### config.mk
export PLATFORM = sky130hd
export DESIGN_NAME = cpr_front
export DESIGN_NICKNAME = d
export VERILOG_FILES = /design/src/hw/rtl/cpr_pkg.sv /design/src/hw/rtl/cpr_front.sv
export SDC_FILE = /design/constraint.sdc
export NUM_CORES = 1
export LEC_CHECK = 0
export ABC_AREA = 1
export BUFFER_PORTS_ARGS = -buffer_cell sky130_fd_sc_hd__buf_2
export CORE_MARGIN = 4
export CORE_UTILIZATION = 49
export CTS_BUF_LIST = sky130_fd_sc_hd__clkbuf_16
export CTS_CLUSTER_SIZE = 28
export DETAILED_ROUTE_END_ITERATION = 8
export HOLD_SLACK_MARGIN = 0.15
export PLACE_DENSITY = 0.68
export SLEW_MARGIN = 20
export SYNTH_ARGS = -nofsm -noshare
export SYNTH_HDL_FRONTEND = slang
export SYNTH_SLANG_ARGS = --single-unit
export TNS_END_PERCENT = 20
### constraint.sdc
create_clock -name i_clk -period 17.8 [get_ports i_clk]
set_clock_uncertainty 0.05 [all_clocks]
set_input_delay 4.45 -clock i_clk [delete_from_list [all_inputs] [get_ports i_clk]]
set_output_delay 4.45 -clock i_clk [all_outputs]
set_load 0.02 [all_outputs]
### src/hw/rtl/cpr_pkg.sv
`timescale 1ns / 1ps
// Shared constants, types and the CORDIC turn table for the phase-to-RGB pipeline.
package cpr_pkg;

    localparam int SAMPLE_WIDTH = 16;
    localparam int SQ_W         = 2 * SAMPLE_WIDTH;
    localparam int PRESHIFT     = 40 - SAMPLE_WIDTH;
    localparam int CORDIC_W     = 43;
    localparam int CORDIC_STEPS = 24;
    localparam int SQRT_STEPS   = SAMPLE_WIDTH;
    localparam int CELLS        = (CORDIC_STEPS > SQRT_STEPS) ? CORDIC_STEPS : SQRT_STEPS;
    localparam int STAGE_W      = $clog2(CELLS);
    localparam int BACK_STAGES  = 3;
    localparam int ANGLE_W      = 32;
    localparam int SCALE_W      = 16;
    localparam int COLOUR_W     = 17;
    localparam int FRAC_W       = 16;
    localparam int CHAN_W       = 8;

    localparam logic [SCALE_W-1:0]  SCALE_RESET = 16'd2048;
    localparam logic [ANGLE_W-1:0]  HALF_TURN   = 32'h8000_0000;
    localparam logic [COLOUR_W-1:0] UNIT_Q16    = 17'h1_0000;

    typedef enum logic [2:0] {
        SECT_RED_YEL,
        SECT_YEL_GRN,
        SECT_GRN_CYN,
        SECT_CYN_BLU,
        SECT_BLU_MAG,
        SECT_MAG_RED
    } t_sector;

    // Item state carried along the cell row
    typedef struct packed {
        logic signed [CORDIC_W-1:0] x;
        logic signed [CORDIC_W-1:0] y;
        logic [ANGLE_W-1:0]         ang;
        logic [SQ_W-1:0]            rem;
        logic [SQ_W-1:0]            root;
    } t_cell_data;

    // atan(2^-i) in turns, unsigned Q0.32
    function automatic logic [ANGLE_W-1:0] turn_of(input logic [STAGE_W-1:0] idx);
        logic [ANGLE_W-1:0] t;
        case (idx)
            0:       t = 32'h2000_0000;
            1:       t = 32'h12E4_051D;
            2:       t = 32'h09FB_385B;
            3:       t = 32'h0511_11D4;
            4:       t = 32'h028B_0D43;
            5:       t = 32'h0145_D7E1;
            6:       t = 32'h00A2_F61E;
            7:       t = 32'h0051_7C55;
            8:       t = 32'h0028_BE53;
            9:       t = 32'h0014_5F2E;
            10:      t = 32'h000A_2F98;
            11:      t = 32'h0005_17CC;
            12:      t = 32'h0002_8BE6;
            13:      t = 32'h0001_45F3;
            14:      t = 32'h0000_A2F9;
            15:      t = 32'h0000_517C;
            16:      t = 32'h0000_28BE;
            17:      t = 32'h0000_145F;
            18:      t = 32'h0000_0A2F;
            19:      t = 32'h0000_0517;
            20:      t = 32'h0000_028B;
            21:      t = 32'h0000_0145;
            22:      t = 32'h0000_00A2;
            23:      t = 32'h0000_0051;
            default: t = '0;
        endcase
        return t;
    endfunction

endpackage

### src/hw/rtl/cpr_front.sv
`timescale 1ns / 1ps
// Front stage: sign handling and prescale for CORDIC, sum of squares for the root.
module cpr_front (
    input  logic                                    i_clk,
    input  logic                                    i_rst_n,
    input  logic                                    i_load,
    input  logic                                    i_valid,
    input  logic signed [cpr_pkg::SAMPLE_WIDTH-1:0] i_re,
    input  logic signed [cpr_pkg::SAMPLE_WIDTH-1:0] i_im,
    output logic                                    o_valid,
    output cpr_pkg::t_cell_data                     o_data
);
    import cpr_pkg::*;

    logic                         r_valid;
    t_cell_data                   r_data;
    t_cell_data                   n_data;
    logic signed [CORDIC_W-1:0]   x_ext;
    logic signed [CORDIC_W-1:0]   y_ext;
    logic signed [CORDIC_W-1:0]   x0;
    logic signed [CORDIC_W-1:0]   y0;
    logic signed [SQ_W-1:0]       sq_re;
    logic signed [SQ_W-1:0]       sq_im;

    always_comb begin
        x_ext = {{(CORDIC_W - SAMPLE_WIDTH){i_re[SAMPLE_WIDTH-1]}}, i_re};
        y_ext = {{(CORDIC_W - SAMPLE_WIDTH){i_im[SAMPLE_WIDTH-1]}}, i_im};
        x0    = x_ext <<< PRESHIFT;
        y0    = y_ext <<< PRESHIFT;
        sq_re = SQ_W'(i_re) * SQ_W'(i_re);
        sq_im = SQ_W'(i_im) * SQ_W'(i_im);
        // Fold the left half-plane onto the right one and start half a turn on
        if (i_re[SAMPLE_WIDTH-1]) begin
            n_data.x   = -x0;
            n_data.y   = -y0;
            n_data.ang = HALF_TURN;
        end else begin
            n_data.x   = x0;
            n_data.y   = y0;
            n_data.ang = '0;
        end
        n_data.rem  = $unsigned(sq_re) + $unsigned(sq_im);
        n_data.root = '0;
    end

    always_ff @(posedge i_clk) begin
        if (!i_rst_n) begin
            r_valid <= 1'b0;
        end else if (i_load) begin
            r_valid <= i_valid;
        end
    end

    always_ff @(posedge i_clk) begin
        if (i_load) begin
            r_data <= n_data;
        end
    end

    assign o_valid = r_valid;
    assign o_data  = r_data;

endmodule

Yosys cells after proc, flatten, opt, wreduce, memory -nomap -nowiden
Cells that the tools add are included.
Operators by class
  mux-type cells: 1
  $mul: 2
  add/subtract/negate cells: 3
Operator list (count)
  114-bit 2-to-1 mux: 1
  40-bit negation with 43-bit output: 2
  16-bit by 16-bit multiplier with 32-bit output: 2
  32-bit adder: 1
Word-level totals
  bits in registers: 151
  input port bits: 36
  word-level logic and storage cells: 13
  output and inout port bits: 183

Longest topological paths before layout
  word-level depth: 2
  depth in mapped cells: 29
  depth with buffers taken out: 28

Worst setup path after synthesis
OpenSTA, ideal clock, no wires.
  kind: in2reg
  start: in i_im[1] (netlist name)
  end: reg r_data, in the netlist o_data[63] (data pin)
  arrival: 10888 ps
  setup time: 252 ps
  data required time: 17498 ps
  cell stages on the path: 26
  slack: 6610 ps
  cell sequence: buf_6 clkbuf_1 nand2_1 fa_1 inv_1 fa_1 inv_1 fa_1 inv_1 fa_1 fa_1 fa_1 fa_1 inv_1 fa_1 inv_1 ha_1 inv_1 nor3_1 nand2_1 nor3_1 nand2_1 nand3_1 inv_1 nand2_1 nand2_1
RTL lines
  start: declaration: line cpr_front.sv:9  | input logic signed [cpr_pkg::SAMPLE_WIDTH-1:0] i_im,
  end signal: assignment: line cpr_front.sv:56  | r_data <= n_data;
  end: declaration: line cpr_front.sv:16  | t_cell_data r_data;

==> summary.md <==
| Metric | Value |
|---|---|
| Hold Startpoint | o_valid$_SDFFE_PN0P_ |
| Deepest clock path buffer count | 2 |
| Layout Nets | 3,166 |
| First DRT Iteration DRCs | 717 |
| Syn Area/Cell | 9.173 µm² |
| Seq/Total Area, Yosys | 9.779% |
| Pre-CTS setup slack | 5.841 ns |
| Status | complete, no violations |
| WP data arrival | 11.72 ns |
| Setup TNS | 0 ns |
| Slew Viols, Final | 0 |
| Critical Path Sink Type | register |
| Cell variety after synth | 49 |
| Most frequent cells in the layout | inv_1, fa_1, nand2_1, ha_1, conb_1 |
| Worst reg2reg path depth | 2 |
| Yosys reg bits | 72 |
| Inserted Clock Buffers | 9 |
| DRT Pass-1 Iters | 5 |
| Port bufs | 107 |
| # Max-Cap Violations | 0 |
| Slew headroom | 30.53% |
| Fin crit share | 65.57% |
| FMAX | 85.68 MHz |
| Synthesized instance count | 2,399 |
| GRT overflow | 0 |
| Core outline area | 44,320 µm² |
| RD Place Congestion | 0.9514 |
| RSZ-0062 raised after global routing | false |
| Die area | 48,360 µm² |
| Setup Buffers After CTS | 0 |
| Starting Density | 49.66% |
| Crit path kind | primary input to register |
| Num rows | 77 |
| Wirelength per Cell | 16.99 µm |
| Final Hold Viols | 0 |
| Worst Hold Class | register to register |
| Final setup fails | 0 |
| CTS tree | built |
| CTS resizes | 0 |
| Clock transition at path regs | 0.06 ns |
| Hold endpoint | o_valid$_SDFFE_PN0P_ |
| Worst-Skew Late Latency | 0.35 ns |
| DRC viols | 0 |
| Largest net degree at the start of global routing | 74 |
| RR Startpoint | o_valid$_SDFFE_PN0P_ |
| CTS H-tree depth | 3 |
| Antenna diodes | 0 |
| FF-to-FF setup slack | 17.07 ns |
| Hold Buf Count CTS | 0 |
| CP startpoint kind | primary input |
| Post-route ant nets | 0 |
| Setup WS post-layout | 6.129 ns |
| Worst Hold Depth | 2 |
| Die Height | 219.9 µm |
| Ys Warns | 0 |
| Vias | 14,590 |
| Filler Cell Count | 4,087 |
| Die Width | 219.9 µm |
| Via-to-Cell Ratio | 4.780 |
| Slew @ Worst Pin | 1.042 ns |
| Max FO, Critical Path | 19 |
| WP data required | 17.85 ns |
| Post-synth EDFFs | 71 |
| IO Count | 219 |
| Layout cells sized above 1 | 7.073% |
| Vias in the first global route | 16,660 |
| R2r endpoint | o_valid$_SDFFE_PN0P_ |
| GR Util All Layers | 22.65% |
| Area Overhead vs Synth | 4.037% |
| Most common cell after layout, fill and taps aside | inv_1 |
| Final worst path period need | 11.67 ns |
| Drt total wl | 51,840 µm |
| Ys flop type | edfxtp_1 |
| Cell Area, Synth | 22,010 µm² |
| Clock Sinks | 72 |
| Initial antenna violation count | 0 |
| HPWL after DPL | 44,630 µm |
| Async SR Flop Fraction | 0% |
| First-pass GRT wire length | 85,190 µm |
| Hold Slack | 0.5025 ns |
| Clk root buf | clkbuf_16 |
worst max-delay path, cell delays in order:
cell	delay (ns)
buf_2	0.41
nand2_1	0.31
inv_1	0.67
fa_1	0.57
fa_1	0.52
inv_1	0.05
fa_1	0.47
inv_1	0.06
fa_1	0.48
fa_1	0.56
fa_1	0.43
fa_1	0.49
inv_1	0.05
fa_1	0.56
inv_1	0.07
ha_1	0.33
a21oi_1	0.21
a21boi_0	0.41
o21bai_1	0.18
a21oi_1	0.16
nand2_1	0.08
xor2_1	0.14
flip-flops by register name, summed over array words and instances (netlist names):
name,flops
o_data,71
o_valid,1
final cells by class:
cell class	count	area [µm²]	share of cell area, %
Multi-Input combinational cell	1465	16130	70.44
Inverter	794	2983	13.03
Sequential cell	72	2152	9.400
Tap cell	592	740.7	3.235
Timing Repair Buffer	113	583.1	2.547
Clock buffer	9	225.2	0.9837
Clock inverter	7	83.83	0.3662
kinds of logic (layout without fill, tap and decap cells):
family	count (synthesis)	after routing	share of synthesized area [%]
buf+inv	975	923	18.87
fa+ha+maj	675	675	56.12
simple gates	513	513	9.779
compound gates	95	95	2.735
flops	72	72	9.779
xor+xnor	68	68	2.706
other cells	1	114	0.01704
stage by stage:
step           std cells  instance area, µm²  util [%]
2_1_floorplan       2512               22430         -
3_3_place_gp        3036               22590     50.96
3_5_place_dp        3036               22590     50.96
4_1_cts             3052               22890     51.66
5_1_grt             3052               22890     51.66
6_report            3052               22890     51.66
synthesized netlist by cell type (all sizes together) (9+ instances only):
master,count,area [µm²]
xor2,54,473.0
buf,143,1025
nor2,78,317.8
inv,791,2969
a21oi,39,229.0
o21ai,29,160.2
nand4,9,62.56
xnor2,14,122.6
edfxtp,71,2132
nor3,14,107.6
clkbuf,38,143.9
nand3,27,150.2
ha,155,1939
fa,520,10410
nand2,372,1414
routing by layer:
| metal | up-vias | share of wire, % | GRT usage [%] |
|---|---|---|---|
| li1 | 6650 | - | - |
| met1 | 7397 | 40 | 28.78 |
| met2 | 443 | 50 | 38.98 |
| met3 | 100 | 6.4 | 4.550 |
| met4 | 0 | 3.4 | 7.473 |
| met5 | - | 0 | 0 |
how the worst max path moves through the flow:
stage | end | startpoint
global placement | o_data[55]$_DFFE_PP_ | i_im[0]
floorplan | o_data[63]$_DFFE_PP_ | i_im[1]
CTS | o_data[63]$_DFFE_PP_ | i_im[1]
global route | o_data[63]$_DFFE_PP_ | i_im[15]
detailed placement | o_data[63]$_DFFE_PP_ | i_im[1]
finish | o_data[55]$_DFFE_PP_ | i_im[0]
Power is left out: the tool's default activity adds up to more than one toggle a clock period on the data nets, which glitch-free logic cannot reach.
