===== config.mk =====
export PLATFORM = sky130hd
export DESIGN_NAME = cpr_back
export DESIGN_NICKNAME = d
export VERILOG_FILES = /design/src/hw/rtl/cpr_pkg.sv /design/src/hw/rtl/cpr_back.sv
export SDC_FILE = /design/constraint.sdc
export NUM_CORES = 2
export LEC_CHECK = 0
export ABC_AREA = 1
export BUFFER_PORTS_ARGS = -buffer_cell sky130_fd_sc_hd__buf_2
export CORE_AREA = 2 2 415 335
export CTS_BUF_LIST = sky130_fd_sc_hd__clkbuf_8
export DETAILED_ROUTE_END_ITERATION = 8
export DIE_AREA = 0 0 417 337
export SETUP_SLACK_MARGIN = 0.02
export SLEW_MARGIN = 5
export SYNTH_ARGS = -nofsm -noshare
export SYNTH_HDL_FRONTEND = slang
export SYNTH_SLANG_ARGS = --single-unit

===== constraint.sdc =====
create_clock -name i_clk -period 10.09 [get_ports i_clk]
set_clock_uncertainty 0.1 [all_clocks]
set_input_delay 0.5045 -clock i_clk [delete_from_list [all_inputs] [get_ports i_clk]]
set_output_delay 0.5045 -clock i_clk [all_outputs]
set_load 0.005 [all_outputs]

===== src/hw/rtl/cpr_pkg.sv =====
`timescale 1ns / 1ps
// Shared constants, types and the CORDIC turn table for the phase-to-RGB pipeline.
package cpr_pkg;

    localparam int SAMPLE_WIDTH = 16;
    localparam int SQ_W         = 2 * SAMPLE_WIDTH;
    localparam int PRESHIFT     = 40 - SAMPLE_WIDTH;
    localparam int CORDIC_W     = 43;
    localparam int CORDIC_STEPS = 24;
    localparam int SQRT_STEPS   = SAMPLE_WIDTH;
    localparam int CELLS        = (CORDIC_STEPS > SQRT_STEPS) ? CORDIC_STEPS : SQRT_STEPS;
    localparam int STAGE_W      = $clog2(CELLS);
    localparam int BACK_STAGES  = 3;
    localparam int ANGLE_W      = 32;
    localparam int SCALE_W      = 16;
    localparam int COLOUR_W     = 17;
    localparam int FRAC_W       = 16;
    localparam int CHAN_W       = 8;

    localparam logic [SCALE_W-1:0]  SCALE_RESET = 16'd2048;
    localparam logic [ANGLE_W-1:0]  HALF_TURN   = 32'h8000_0000;
    localparam logic [COLOUR_W-1:0] UNIT_Q16    = 17'h1_0000;

    typedef enum logic [2:0] {
        SECT_RED_YEL,
        SECT_YEL_GRN,
        SECT_GRN_CYN,
        SECT_CYN_BLU,
        SECT_BLU_MAG,
        SECT_MAG_RED
    } t_sector;

    // Item state carried along the cell row
    typedef struct packed {
        logic signed [CORDIC_W-1:0] x;
        logic signed [CORDIC_W-1:0] y;
        logic [ANGLE_W-1:0]         ang;
        logic [SQ_W-1:0]            rem;
        logic [SQ_W-1:0]            root;
    } t_cell_data;

    // atan(2^-i) in turns, unsigned Q0.32
    function automatic logic [ANGLE_W-1:0] turn_of(input logic [STAGE_W-1:0] idx);
        logic [ANGLE_W-1:0] t;
        case (idx)
            0:       t = 32'h2000_0000;
            1:       t = 32'h12E4_051D;
            2:       t = 32'h09FB_385B;
            3:       t = 32'h0511_11D4;
            4:       t = 32'h028B_0D43;
            5:       t = 32'h0145_D7E1;
            6:       t = 32'h00A2_F61E;
            7:       t = 32'h0051_7C55;
            8:       t = 32'h0028_BE53;
            9:       t = 32'h0014_5F2E;
            10:      t = 32'h000A_2F98;
            11:      t = 32'h0005_17CC;
            12:      t = 32'h0002_8BE6;
            13:      t = 32'h0001_45F3;
            14:      t = 32'h0000_A2F9;
            15:      t = 32'h0000_517C;
            16:      t = 32'h0000_28BE;
            17:      t = 32'h0000_145F;
            18:      t = 32'h0000_0A2F;
            19:      t = 32'h0000_0517;
            20:      t = 32'h0000_028B;
            21:      t = 32'h0000_0145;
            22:      t = 32'h0000_00A2;
            23:      t = 32'h0000_0051;
            default: t = '0;
        endcase
        return t;
    endfunction

endpackage


===== src/hw/rtl/cpr_back.sv =====
`timescale 1ns / 1ps
// Back stages: hue sector and ramp, brightness, colour products and channel scaling.
module cpr_back (
    input  logic                                 i_clk,
    input  logic                                 i_rst_n,
    input  logic [cpr_pkg::BACK_STAGES-1:0]      i_load,
    input  logic                                 i_valid,
    input  cpr_pkg::t_cell_data                  i_data,
    input  logic [cpr_pkg::SCALE_W-1:0]          i_scale,
    output logic [cpr_pkg::BACK_STAGES-1:0]      o_valid,
    output logic [cpr_pkg::CHAN_W-1:0]           o_red,
    output logic [cpr_pkg::CHAN_W-1:0]           o_green,
    output logic [cpr_pkg::CHAN_W-1:0]           o_blue
);
    import cpr_pkg::*;

    localparam int PROD_W  = SAMPLE_WIDTH + SCALE_W;
    localparam int BFULL_W = PROD_W - (SAMPLE_WIDTH - 8);
    localparam int H6_W    = ANGLE_W + 3;
    localparam int P_W     = 2 * COLOUR_W;
    localparam int T_W     = P_W + 8;

    logic [BACK_STAGES-1:0] r_valid;

    // stage A
    logic [ANGLE_W-1:0]     hue;
    logic [H6_W-1:0]        h6;
    logic [PROD_W-1:0]      prod;
    logic [BFULL_W-1:0]     bfull;
    t_sector                r_a_sector;
    logic [FRAC_W-1:0]      r_a_f;
    logic [COLOUR_W-1:0]    r_a_b;

    // stage B
    logic [COLOUR_W-1:0]    g;
    logic [COLOUR_W-1:0]    c_r;
    logic [COLOUR_W-1:0]    c_g;
    logic [COLOUR_W-1:0]    c_b;
    logic [P_W-1:0]         r_b_pr;
    logic [P_W-1:0]         r_b_pg;
    logic [P_W-1:0]         r_b_pb;

    // stage C
    logic [T_W-1:0]         t_r;
    logic [T_W-1:0]         t_g;
    logic [T_W-1:0]         t_b;
    logic [CHAN_W-1:0]      r_red;
    logic [CHAN_W-1:0]      r_green;
    logic [CHAN_W-1:0]      r_blue;

    always_comb begin
        hue   = i_data.ang + HALF_TURN;
        h6    = ({3'b000, hue} << 2) + ({3'b000, hue} << 1);
        prod  = PROD_W'(i_data.root[SAMPLE_WIDTH-1:0]) * PROD_W'(i_scale);
        bfull = prod[PROD_W-1:SAMPLE_WIDTH-8];
    end

    always_comb begin
        g = UNIT_Q16 - {1'b0, r_a_f};
        case (r_a_sector)
            SECT_YEL_GRN: begin c_r = g;        c_g = UNIT_Q16;      c_b = '0;            end
            SECT_GRN_CYN: begin c_r = '0;       c_g = UNIT_Q16;      c_b = {1'b0, r_a_f}; end
            SECT_CYN_BLU: begin c_r = '0;       c_g = g;             c_b = UNIT_Q16;      end
            SECT_BLU_MAG: begin c_r = {1'b0, r_a_f}; c_g = '0;       c_b = UNIT_Q16;      end
            SECT_MAG_RED: begin c_r = UNIT_Q16; c_g = '0;            c_b = g;             end
            default:      begin c_r = UNIT_Q16; c_g = {1'b0, r_a_f}; c_b = '0;            end
        endcase
    end

    // 255 * p as (p << 8) - p
    always_comb begin
        t_r = {r_b_pr, 8'b0} - {8'b0, r_b_pr};
        t_g = {r_b_pg, 8'b0} - {8'b0, r_b_pg};
        t_b = {r_b_pb, 8'b0} - {8'b0, r_b_pb};
    end

    always_ff @(posedge i_clk) begin
        if (!i_rst_n) begin
            r_valid <= '0;
        end else begin
            if (i_load[0]) r_valid[0] <= i_valid;
            if (i_load[1]) r_valid[1] <= r_valid[0];
            if (i_load[2]) r_valid[2] <= r_valid[1];
        end
    end

    always_ff @(posedge i_clk) begin
        if (i_load[0]) begin
            r_a_sector <= t_sector'(h6[H6_W-1:ANGLE_W]);
            r_a_f      <= h6[ANGLE_W-1:ANGLE_W-FRAC_W];
            // Saturate brightness at one
            if (bfull > BFULL_W'(UNIT_Q16)) begin
                r_a_b <= UNIT_Q16;
            end else begin
                r_a_b <= bfull[COLOUR_W-1:0];
            end
        end
        if (i_load[1]) begin
            r_b_pr <= P_W'(c_r) * P_W'(r_a_b);
            r_b_pg <= P_W'(c_g) * P_W'(r_a_b);
            r_b_pb <= P_W'(c_b) * P_W'(r_a_b);
        end
        if (i_load[2]) begin
            r_red   <= t_r[39:32];
            r_green <= t_g[39:32];
            r_blue  <= t_b[39:32];
        end
    end

    assign o_valid = r_valid;
    assign o_red   = r_red;
    assign o_green = r_green;
    assign o_blue  = r_blue;

endmodule


# After elaboration in Yosys (flattened, before gate mapping)
# Cells that the tools add are included.
# classes
n_reduce_logical	4
muxes	3
multipliers	4
eq_ne	5
n_addsub	6
n_lt_le_gt_ge	1
# ops
cell	count
case mux 17 bit (3 select lines)	3
subtractor 40 x 34 -> 40 bit	3
multiplier 17 x 17 -> 34 bit	3
adder 34 x 33 -> 35 bit	1
adder 32 bit (second input constant)	1
multiplier 16 x 16 -> 32 bit	1
greater-than comparator 24 x 17 -> 1 bit (second input constant)	1
subtractor 17 x 16 -> 17 bit (first input constant)	1
OR reduction 2 bit	4
equality test 3 x 2 -> 1 bit (second input constant)	2
equality test 3 bit (second input constant)	2
equality test 3 x 1 -> 1 bit (second input constant)	1
# totals
wordCells	35
output_inout_bits	27
in_bits	204
register_bits	165

# Depth between registers and ports, before layout
# logic_depth
depth_word	4
ltp_mapped	39
depth_no_buf	39

# Least setup slack after synthesis
# No wires, ideal clock.
# synth_timing
path_type	register to register
from	register r_a_f[0]
to	register r_b_pr[24] (data pin)
stages_incl_launch_ff	32
arrival_time_ps	6535
setup_slack_ps	3196
synth_period_minus_slack_ps	6894
n_path_buf	1
cell_sequence	edfxtp_1 inv_1 ha_1 nand4_1 nor2_1 nand2_1 nor2_1 nand4_1 o21ai_0 nand3_1 nand2_1 buf_4 nand2_1 fa_1 fa_1 fa_1 inv_1 fa_1 fa_1 inv_1 fa_1 inv_1 ha_1 a21oi_1 nor2_1 a211oi_1 o21ai_0 a21oi_1 o21ai_0 nand2_1 nand2_1 xor2_1
# synth_between
elab_chain_len	3
# synth_rtl
item	line_no	rtl
start: declaration	cpr_back.sv:31	logic [FRAC_W-1:0] r_a_f;
start signal: assignment	cpr_back.sv:90	r_a_f <= h6[ANGLE_W-1:ANGLE_W-FRAC_W];
subtractor 17 x 16 -> 17 bit	cpr_back.sv:59	g = UNIT_Q16 - {1'b0, r_a_f};
case mux 17 bit (3 select lines) *	cpr_back.sv:60	case (r_a_sector)
multiplier 17 x 17 -> 34 bit *	cpr_back.sv:99	r_b_pr <= P_W'(c_r) * P_W'(r_a_b);
end signal: assignment	cpr_back.sv:99	
end: declaration	cpr_back.sv:39	logic [P_W-1:0] r_b_pr;
# Mark *: on every way between the ends. The rest lies on a longest branch, timed or not.
# A chain may end at the register's enable or synchronous reset.

# Final worst setup path
# layout_timing
from	register r_a_sector[1]
to	register r_b_pg[31] (data pin)
# layout_between
elab_chain_len	4
# layout_rtl
item	line_no	rtl
start: declaration	cpr_back.sv:30	t_sector r_a_sector;
start signal: assignment	cpr_back.sv:89	r_a_sector <= t_sector'(h6[H6_W-1:ANGLE_W]);
equality test 3 bit, or another cell as far along	cpr_back.sv:60	
OR reduction 2 bit (no line)	--	
case mux 17 bit (3 select lines) *	cpr_back.sv:60	
multiplier 17 x 17 -> 34 bit *	cpr_back.sv:100	r_b_pg <= P_W'(c_g) * P_W'(r_a_b);
end signal: assignment	cpr_back.sv:100	
end: declaration	cpr_back.sv:40	logic [P_W-1:0] r_b_pg;
# Marks and branches as above.

==> qor.yml <==
die:
  initial_core_util_pct: 35.59
  die_area_um2: 140500
  io_pins: 231
  die_w_um: 417
  die_h_um: 337
  fp.coreArea_um2: 136900
  rows: 122
sta:
  worst_slew_pin_slew_ns: 1.316
  rsz0062_at_grt: "false"
  fmax_mhz: 118.0
  fin_tns_setup_ns: 0
  fin_crit_sh_pct: 84.01
  period_needed_ns: 8.477
  hold_viol_final: 0
  worst_slack_ns: 1.613
  maxSlewHeadroom_pct: 11.72
  finalMaxSlewViolations: 0
  setup_viol: 0
hold_path:
  holdPathStages: 4
  min_from: "i_data[94]"
  hold_path_class: "in -> reg"
detailed_routing:
  vias_per_cell: 4.971
  remaining_drc_errors: 0
  dr.pass1.iters: 8
  initialDrtViolationCount: 2978
  routedWlPerCell_um: 17.10
  ant_nets: 0
  wirelength_um: 136800
  vias: 39780
worst_setup_path:
  cp.required_ns: 10.43
  max_stage_delay_ns: 0.88
  rr_startpoint: "r_a_sector[1]"
  critPathKind: "reg -> reg"
  worstPathArrival_ns: 8.82
  rr_endpoint: "r_b_pg[31]"
  worst-r2r-cell-count: 28
  crit_path_start: "r_a_sector[1]"
  worstPathMaxFanout: 16
  endpoint: "r_b_pg[31]"
  start_kind: "register"
  cp_common_cell: "fa_1"
  worstSetupEndpointType: "register"
  rrSetupSlack_ns: 1.61
  cpMaxStageDelayCell: "o22ai_1"
clocking:
  path_clk_slew_ns: 0.11
  cts_resized: 0
  cts_buffers: 17
  clock_sinks: 165
  cts_tree: "yes"
  clock_path_buffers: 2
  htreeDepth: 4
  insertion_delay_ns: 0.69
  clockRootBuffer: "clkbuf_8"
finish:
  final_area_um2: 51520
  area_delta_synth_final_pct: 5.726
  drive_gt1_share_pct: 3.904
  nFillCells: 14150
  final_nets: 7793
  post-route-util_pct: 37.63
synthesis:
  synth_top_area_cell: "fa_1"
  ys_ff_latch: 165
  seq_area_frac_synth_pct: 10.11
  ys_warn_count: 0
  yosysUniqueCellTypes: 53
  syn_area_um2: 48730
  synth_edf_count: 162
  synthFlopType: "edfxtp_1"
  avgSynthCellArea_um2: 7.844
  syn_inst: 6212
  synthTopCellsByArea: "fa_1, ha_1, inv_1"
  yosysTopAreaCellShare_pct: 35.54
  synth_common_cells: "inv_1, nand2_1, fa_1"
  ys_async_sr_fraction_pct: 0
  synth_most_common_cell: "inv_1"
  syn_nets: 7819
global_route:
  grt_max_degree: 60
  grt_pass1_wl_um: 223600
  groute.usage.overall_pct: 20.22
  grt_overflow_total: 0
  grt_pass1_vias: 40970
  antenna_found_initial: 5
placed_design:
  dp_hpwl_um: 109800
  place_area_um2: 51050
  gp_congestion: 0.8975
  pre_cts_ws_ns: 1.781
  io_buffers: 96
job:
  cap_violations: 0
status:
  outcome: "complete, no violations"
[placed cells by master, fill, tap and decap left out, types with 14 or more instances in the layout]
cell type and instances:
buf_4 44, o21ai_0 148, a21oi_1 247, nand3_1 142
nand2_1 1240, a21o_1 30, a31oi_1 21, buf_2 95
fa_1 865, clkbuf_8 17, o21bai_1 14, ha_1 538
xnor2_1 46, nand4_1 44, edfxtp_1 162, nor4_1 24
nor2_2 14, xor2_1 84, inv_1 1548, clkinv_1 17
inv_2 26, nor3_1 37, nor2_1 649
[state kept, by name, indices dropped and copies added (netlist names)]
name        flops
o_red           8
o_valid         3
r_a_sector      3
r_b_pr         34
o_blue          8
o_green         8
r_a_b          17
r_a_f          16
r_b_pg         34
r_b_pb         34
[stage by stage]
step                std cells  hold slack (ns)
detailed placement       7962           0.3669
finish                   8002           0.2002
CTS                      7997           0.1304
global route             7999           0.2068
global placement         7962           0.3653
floorplan                6212           0.3496
[how the worst min path moves through the flow]
stage	to	slack (ns)
global placement	o_valid[1]	0.37
global route	r_a_sector[2]	0.21
detailed placement	o_valid[2]	0.37
CTS	r_a_sector[2]	0.13
finish	r_a_sector[2]	0.20
floorplan	o_valid[1]	0.35
[critical path: cells and delay by family (launching register included)]
kind | cells | cell delay (ns)
adder cells (fa/ha/maj) | 7 | 3.22
flip-flops | 1 | 0.50
buffers and inverters | 5 | 1.21
AND/OR/NAND/NOR | 10 | 1.47
AO/OA/AOI/OAI | 6 | 1.72
[kinds of logic (layout without fill, tap and decap cells)]
family / count (synthesis) / after routing / synth area share [%]
and+or+nand+nor: 2200 / 2200 / 18.26
buffers and inverters: 1777 / 1764 / 13.75
xor gates and xnor gates: 130 / 130 / 2.337
DFF: 165 / 165 / 10.11
adders and majority gates: 1403 / 1403 / 49.35
AOI/OAI and AO/OA: 537 / 537 / 6.188
other: 0 / 5 / 0
[metal layers]
metal  part of all wire [%]  wire length, um  vias to the layer above  track usage, %
li1                       -                -                    18620               -
met1                     48            65120                    19530           30.13
met2                     42            56960                     1439           30.09
met3                    8.9            12210                      179           3.927
met4                    1.8             2499                        6           4.610
met5                  0.026               35                        -               0
[what timing repair did]
item	4_1_cts	5_1_grt
hold buffers	3	0
hold endpoints to repair	3	0
buffers inserted	0	0
[final cells by class]
class | instances | area [um2] | share of cell area, %
clock buffers | 17 | 234.0 | 0.4542
multi-input cells | 4270 | 37110 | 72.02
repair buffers | 142 | 835.8 | 1.622
well taps | 1798 | 2250 | 4.367
flip-flops and latches | 165 | 4925 | 9.559
clock inverters | 15 | 187.7 | 0.3643
inverters | 1590 | 5968 | 11.58
diodes | 5 | 12.51 | 0.02429
Power is not shown: default switching activity piles up to over one toggle a cycle in this logic, so the estimate is an artifact.
